==> config.mk <==
export PLATFORM = sky130hd
export DESIGN_NAME = searchable_double_ended_queue_unit
export DESIGN_NICKNAME = d
export VERILOG_FILES = /design/src/rtl/sdeq_pkg.sv /design/src/rtl/sdeq_cell.sv /design/src/rtl/searchable_double_ended_queue_unit.sv
export SDC_FILE = /design/constraint.sdc
export NUM_CORES = 2
export LEC_CHECK = 0
export ABC_AREA = 1
export BUFFER_PORTS_ARGS = -buffer_cell sky130_fd_sc_hd__buf_4
export CORE_UTILIZATION = 35
export DETAILED_ROUTE_END_ITERATION = 8
export GPL_ROUTABILITY_DRIVEN = 0
export PLACE_DENSITY = 0.59
export SYNTH_ARGS = -nofsm -noshare
export SYNTH_HDL_FRONTEND = slang
export SYNTH_SLANG_ARGS = --single-unit
==> constraint.sdc <==
create_clock -name clk -period 17.8 [get_ports clk]
set_clock_uncertainty 0.15 [all_clocks]
set_input_delay 3.56 -clock clk [delete_from_list [all_inputs] [get_ports clk]]
set_output_delay 3.56 -clock clk [all_outputs]
set_load 0.03 [all_outputs]
==> src/rtl/sdeq_pkg.sv <==
// shared types and codes for the searchable double-ended queue
package sdeq_pkg;

  localparam int VAL_W  = 32;
  localparam int CMD_W  = 3;
  localparam int ERR_W  = 2;
  localparam int OCC_W  = 5;
  localparam int OUT_W  = 40;

  typedef enum logic [CMD_W-1:0] {
    CMD_PUSH_FRONT = 3'd0,
    CMD_PUSH_BACK  = 3'd1,
    CMD_POP_FRONT  = 3'd2,
    CMD_POP_BACK   = 3'd3,
    CMD_REMOVE     = 3'd4,
    CMD_FIND       = 3'd5
  } cmd_t;

  typedef enum logic [ERR_W-1:0] {
    ERR_OK    = 2'd0,
    ERR_EMPTY = 2'd1,
    ERR_FULL  = 2'd2
  } err_t;

  // what every cell does with its word this cycle
  typedef enum logic [2:0] {
    OP_HOLD,
    OP_SHR,
    OP_SHL,
    OP_APPEND,
    OP_REMOVE
  } cell_op_t;

  // first member sits in the top bits, so popped_value ends up in the lowest bits
  typedef struct packed {
    logic [OCC_W-1:0] occupancy;
    err_t             error_code;
    logic             hit;
    logic [VAL_W-1:0] popped_value;
  } result_t;

endpackage

==> src/rtl/sdeq_cell.sv <==
// one storage cell of the queue chain: holds a word, compares it, takes a neighbor's word
module sdeq_cell #(
  parameter int WORD_BITS = 32,
  parameter int CNT_W     = 5,
  parameter int IDX       = 0
) (
  input  logic                 clk,
  input  sdeq_pkg::cell_op_t   op,
  input  logic [WORD_BITS-1:0] key,
  input  logic [CNT_W-1:0]     count,
  input  logic [WORD_BITS-1:0] left_word,
  input  logic [WORD_BITS-1:0] right_word,
  input  logic                 seen_in,
  output logic [WORD_BITS-1:0] word,
  output logic                 seen_out
);
  import sdeq_pkg::*;

  logic [WORD_BITS-1:0] word_r;
  logic [WORD_BITS-1:0] word_nxt;
  logic                 occupied;
  logic                 match;

  assign occupied = count > CNT_W'(IDX);
  assign match    = occupied && (word_r == key);
  // set from the first matching cell onward
  assign seen_out = seen_in | match;
  assign word     = word_r;

  always_comb begin
    word_nxt = word_r;
    case (op)
      OP_SHR:    word_nxt = left_word;
      OP_SHL:    word_nxt = right_word;
      OP_APPEND: begin
        if (count == CNT_W'(IDX)) word_nxt = key;
      end
      OP_REMOVE: begin
        if (seen_out) word_nxt = right_word;
      end
      default:   word_nxt = word_r;
    endcase
  end

  always_ff @(posedge clk) begin
    word_r <= word_nxt;
  end

endmodule

==> src/rtl/searchable_double_ended_queue_unit.sv <==
// top level of the searchable double-ended queue: command decode, cell chain, result register
//
//  channel | ports                         | payload
//  --------+-------------------------------+------------------------------------------
//  in      | in_tvalid in_tready           | tdata item_value, tuser cmd
//  out     | out_tvalid out_tready         | tdata popped_value hit error_code occupancy
//
// every command completes as it is accepted: all cells compare and shift in parallel,
// with the match found along the cell chain; the result lands in the output register
// a word is taken whenever the output register is empty or is being drained
// reset clears the entry count and the output valid; cell words need no reset
// a stalled output holds its word and holds off the input
module searchable_double_ended_queue_unit #(
  parameter int DEPTH     = 16,
  parameter int WORD_BITS = 32
) (
  input  logic                        clk,
  input  logic                        rst_n,
  input  logic                        in_tvalid,
  output logic                        in_tready,
  input  logic [sdeq_pkg::VAL_W-1:0]  in_tdata,   // [31:0] item_value
  input  logic [sdeq_pkg::CMD_W-1:0]  in_tuser,   // [2:0] cmd
  output logic                        out_tvalid,
  input  logic                        out_tready,
  output logic [sdeq_pkg::OUT_W-1:0]  out_tdata   // [31:0] popped_value, [32] hit,
                                                  // [34:33] error_code, [39:35] occupancy
);
  import sdeq_pkg::*;

  localparam int CNT_W = $clog2(DEPTH + 1);
  localparam int IDX_W = $clog2(DEPTH);

  logic [CNT_W-1:0]     count_r;
  logic [CNT_W-1:0]     count_nxt;
  logic                 out_valid_r;
  logic                 out_valid_nxt;
  result_t              res_r;
  result_t              res_nxt;

  logic                 accept;
  logic                 full;
  logic                 empty;
  cell_op_t             op;
  logic [WORD_BITS-1:0] key;
  logic [WORD_BITS-1:0] cell_word [DEPTH];
  logic [DEPTH:0]       seen;
  logic [IDX_W-1:0]     tail_idx;
  logic [WORD_BITS-1:0] popped_word;
  logic [VAL_W-1:0]     popped_ext;
  logic [OCC_W-1:0]     occ_ext;
  cmd_t                 cmd;

  assign in_tready  = !out_valid_r || out_tready;
  assign accept     = in_tvalid && in_tready;
  assign out_tvalid = out_valid_r;
  assign out_tdata  = res_r;
  assign cmd        = cmd_t'(in_tuser);
  assign full       = count_r == CNT_W'(DEPTH);
  assign empty      = count_r == '0;
  assign tail_idx   = IDX_W'(count_r - CNT_W'(1));

  // item_value is taken modulo 2^WORD_BITS, the popped word is zero-extended
  assign key        = WORD_BITS'(in_tdata);
  assign popped_ext = VAL_W'(popped_word);

  if (CNT_W >= OCC_W) begin : g_occ_trunc
    assign occ_ext = count_nxt[OCC_W-1:0];
  end else begin : g_occ_ext
    assign occ_ext = {{(OCC_W - CNT_W){1'b0}}, count_nxt};
  end

  // command decode into one cell operation
  always_comb begin
    op = OP_HOLD;
    if (accept) begin
      case (cmd)
        CMD_PUSH_FRONT: if (!full) op = OP_SHR;
        CMD_PUSH_BACK:  if (!full) op = OP_APPEND;
        CMD_POP_FRONT:  if (!empty) op = OP_SHL;
        CMD_REMOVE:     op = OP_REMOVE;
        default:        op = OP_HOLD;
      endcase
    end
  end

  assign seen[0] = 1'b0;

  for (genvar i = 0; i < DEPTH; i++) begin : g_cell
    logic [WORD_BITS-1:0] left_w;
    logic [WORD_BITS-1:0] right_w;
    if (i == 0) begin : g_first
      assign left_w = key;
    end else begin : g_mid
      assign left_w = cell_word[i-1];
    end
    if (i == DEPTH - 1) begin : g_last
      assign right_w = '0;
    end else begin : g_inner
      assign right_w = cell_word[i+1];
    end
    sdeq_cell #(
      .WORD_BITS (WORD_BITS),
      .CNT_W     (CNT_W),
      .IDX       (i)
    ) u_cell (
      .clk        (clk),
      .op         (op),
      .key        (key),
      .count      (count_r),
      .left_word  (left_w),
      .right_word (right_w),
      .seen_in    (seen[i]),
      .word       (cell_word[i]),
      .seen_out   (seen[i+1])
    );
  end

  always_comb begin
    count_nxt   = count_r;
    popped_word = '0;
    res_nxt     = res_r;
    res_nxt.hit = 1'b0;
    res_nxt.error_code = ERR_OK;
    case (cmd)
      CMD_PUSH_FRONT, CMD_PUSH_BACK: begin
        if (full) res_nxt.error_code = ERR_FULL;
        else      count_nxt = count_r + CNT_W'(1);
      end
      CMD_POP_FRONT: begin
        if (empty) begin
          res_nxt.error_code = ERR_EMPTY;
        end else begin
          popped_word = cell_word[0];
          count_nxt   = count_r - CNT_W'(1);
        end
      end
      CMD_POP_BACK: begin
        if (empty) begin
          res_nxt.error_code = ERR_EMPTY;
        end else begin
          popped_word = cell_word[tail_idx];
          count_nxt   = count_r - CNT_W'(1);
        end
      end
      CMD_REMOVE: begin
        res_nxt.hit = seen[DEPTH];
        if (seen[DEPTH]) count_nxt = count_r - CNT_W'(1);
      end
      CMD_FIND:   res_nxt.hit = seen[DEPTH];
      default:    count_nxt = count_r;
    endcase
    res_nxt.popped_value = popped_ext;
    res_nxt.occupancy    = occ_ext;
    if (!accept) begin
      count_nxt = count_r;
      res_nxt   = res_r;
    end
  end

  always_comb begin
    out_valid_nxt = out_valid_r;
    if (accept)          out_valid_nxt = 1'b1;
    else if (out_tready) out_valid_nxt = 1'b0;
  end

  always_ff @(posedge clk) begin
    if (!rst_n) begin
      count_r     <= '0;
      out_valid_r <= 1'b0;
    end else begin
      count_r     <= count_nxt;
      out_valid_r <= out_valid_nxt;
    end
  end

  always_ff @(posedge clk) begin
    res_r <= res_nxt;
  end

endmodule

==> reports/qor.txt <==
outcome = complete, no violations
Wirelength per Cell = 27.1 um
Tot GR Track Use = 0.278
Top Ports = 81
via count = 33,800
die width = 323 um
Nets = 4,109
clock sinks = 558
Setup crit start kind = input pin
DRC violations left = 0
R2R cell count = 14
non-filler instance count after layout = 5,481
CP arrival = 8450 ps
setup_tns = 0 ps
max-slew violations = 0
Synth Net Count = 4,270
Leakage Power = 15.1 nW
ys flop type = edfxtp_1
Hold Fails Final Rpt = 0
area grow syn2layout = 8.37%
clock root buffer = clkbuf_16
placed cell area = 0.0372 mm^2
die extent in y = 323 um
register area share after synthesis = 0.464
Power Total = 3.90 mW
Yosys Warn Count = 0
worst skew pair latency = 670 ps
slew margin rel. = 0.0668
CTS-repair resized insts = 0
minimum hold slack = 380 ps
buffer count from post-CTS setup fixing = 0
met3 Usage GRT = 0.0585
synthesized cell area = 0.0360 mm^2
commonest non-fill, non-tap cell in the layout = nand2_1
Cell Rows = 117
die area = 0.104 mm^2
crit share post-route = 0.463
1st-iter DRT viols = 6,038
hold path depth = 2
Inst Count DP = 5,370
met2 usage in global routing = 0.415
Worst-Margin Slew = 1400 ps
final instance area = 0.0390 mm^2
CTS max path bufs = 3
DP Worst Slack = 9030 ps
Worst-path clk slew = 60 ps
maxcap violations = 0
share of layout cells above drive strength 1 = 0.0660
largest net degree at the start of global routing = 233
Crit. End Element = flop
Crit Path Class = input pin to flop
commonest cells after routing, fill and taps aside = nand2_1, edfxtp_1, inv_1
Netlist cell types = 46
Final Util = 0.383
power per cell area = 100 mW/mm^2
initial core utilization = 0.353
cts hold-fix bufs = 0
grt peak-use layer = met2
CTS buffer count = 60
vias in the first global route = 30,600
DP Wirelength = 100,000 um
worst hold path class = flop to flop
gr ovfl total = 0
# fillers = 10,400
FFs w/ async S/R, synth = 0
first-pass GRT wire length = 213,000 um
Post-synth EDFFs = 552
Setup violations, final = 0
CP max FO = 88
Yosys reg bits = 558
final worst setup slack = 9560 ps
Synth Instances = 4,225
remaining antenna violation count after routing = 0
PortBufs = 80
total length of routed wires = 149,000 um
Min Clock Period, post-route = 8240 ps
Req. time, crit path = 18,010 ps
antenna violations before repair = 12
# H-tree levels = 2
met1 Track Usage GR = 0.375
Std-Cell Core Area = 0.102 mm^2
fmax = 0.121 GHz
unrepaired setup endpoints after global routing = false
Max rail drop VDD = 82.3 uV
DR pass1 iterations = 7
Via-to-Cell Ratio = 6.16
Syn Area/Cell = 8.51 um^2
CTS tree = done
==> area by class of cell <==
| type | count | area [um^2] | share of cell area |
|---|---|---|---|
| Timing Repair Buffer | 122 | 953 | 0.0245 |
| Sequential cell | 558 | 16700 | 0.429 |
| Clock buffer | 78 | 1590 | 0.0408 |
| Multi-Input combinational cell | 2730 | 15500 | 0.399 |
| Clock inverter | 29 | 210 | 0.00539 |
| Inverter | 592 | 2240 | 0.0575 |
| Tap cell | 1368 | 1710 | 0.0439 |
| Antenna cell | 4 | 10.0 | 0.000257 |
==> cells by family (layout without fill, tap and decap cells) <==
family | Yosys count | in the layout | synth area share
flops | 558 | 558 | 0.464
xor+xnor | 186 | 186 | 0.0453
compound gates | 1146 | 1146 | 0.210
buf+inv | 937 | 821 | 0.107
fa+ha+maj | 6 | 6 | 0.00209
simple gates | 1392 | 1392 | 0.172
other cells | 0 | 4 | 0
==> cells in the mapped netlist, types with 2 or more instances <==
master     instances  area share
inv_4              2     0.00035
ha_1               6      0.0021
nor2_4             4      0.0013
nor2_1           141       0.015
o211ai_1          11      0.0023
a21oi_1          280       0.039
o2111ai_1          9      0.0022
xor2_1           107       0.026
nand3_1          270       0.038
nor3_1            37      0.0052
dfxtp_1            6      0.0033
buf_1             17      0.0018
inv_1            557       0.058
a221oi_1           7      0.0017
nor4_1            35      0.0061
edfxtp_1         552        0.46
clkbuf_1         202       0.021
buf_4             21      0.0044
or4_1              2     0.00042
and3_1             4     0.00070
xnor2_1           79       0.019
o21ai_1            2     0.00028
nand4_1          129       0.022
nand2_1          758       0.079
clkinv_1           4     0.00042
nand4_4            2      0.0012
o221ai_1         445        0.11
inv_2             28      0.0029
o22ai_1           18      0.0031
buf_2             87       0.012
buf_6             18      0.0056
nor2_2             4     0.00070
a311oi_1           2     0.00049
o21ai_0          367       0.051
==> critical path, cell delays in order <==
cell and delay [ps]:
buf_4 80, inv_1 30, nand2_1 80, nand2_1 120
inv_2 740, nand2_1 640, nand2_4 950, buf_4 880
buf_4 890, o221ai_1 230
==> registers in the layout, indices dropped and copies added (netlist names) <==
register,count
count_r,5
g_cell.u_cell.word,512
out_tdata,40
out_tvalid,1
==> per-layer routing <==
metal  share of wire  up-vias
met5         0.00056        -
met4           0.059       14
met3            0.12      367
met2            0.43     2299
met1            0.38    16200
li1                -    14900
==> final timing paths <==
check                                                           to  slack, ps                    start
worst max-delay path            g_cell[8].u_cell.word[9]$_DFFE_PP_       9560               out_tready
worst min-delay path                       out_tvalid$_SDFFE_PN0P_        380  out_tvalid$_SDFFE_PN0P_
worst max register to register  g_cell[8].u_cell.word[9]$_DFFE_PP_      10530    count_r[0]$_SDFF_PN0_
worst min register to register             out_tvalid$_SDFFE_PN0P_        380  out_tvalid$_SDFFE_PN0P_
==> where the power goes <==
| part | internal, mW | total [mW] | switching [mW] |
|---|---|---|---|
| logic | 0.274 | 0.985 | 0.711 |
| clock network | 0.666 | 1.22 | 0.559 |
| registers | 1.61 | 1.69 | 0.0810 |
Note: power is estimated with default switching activity, not from simulation.
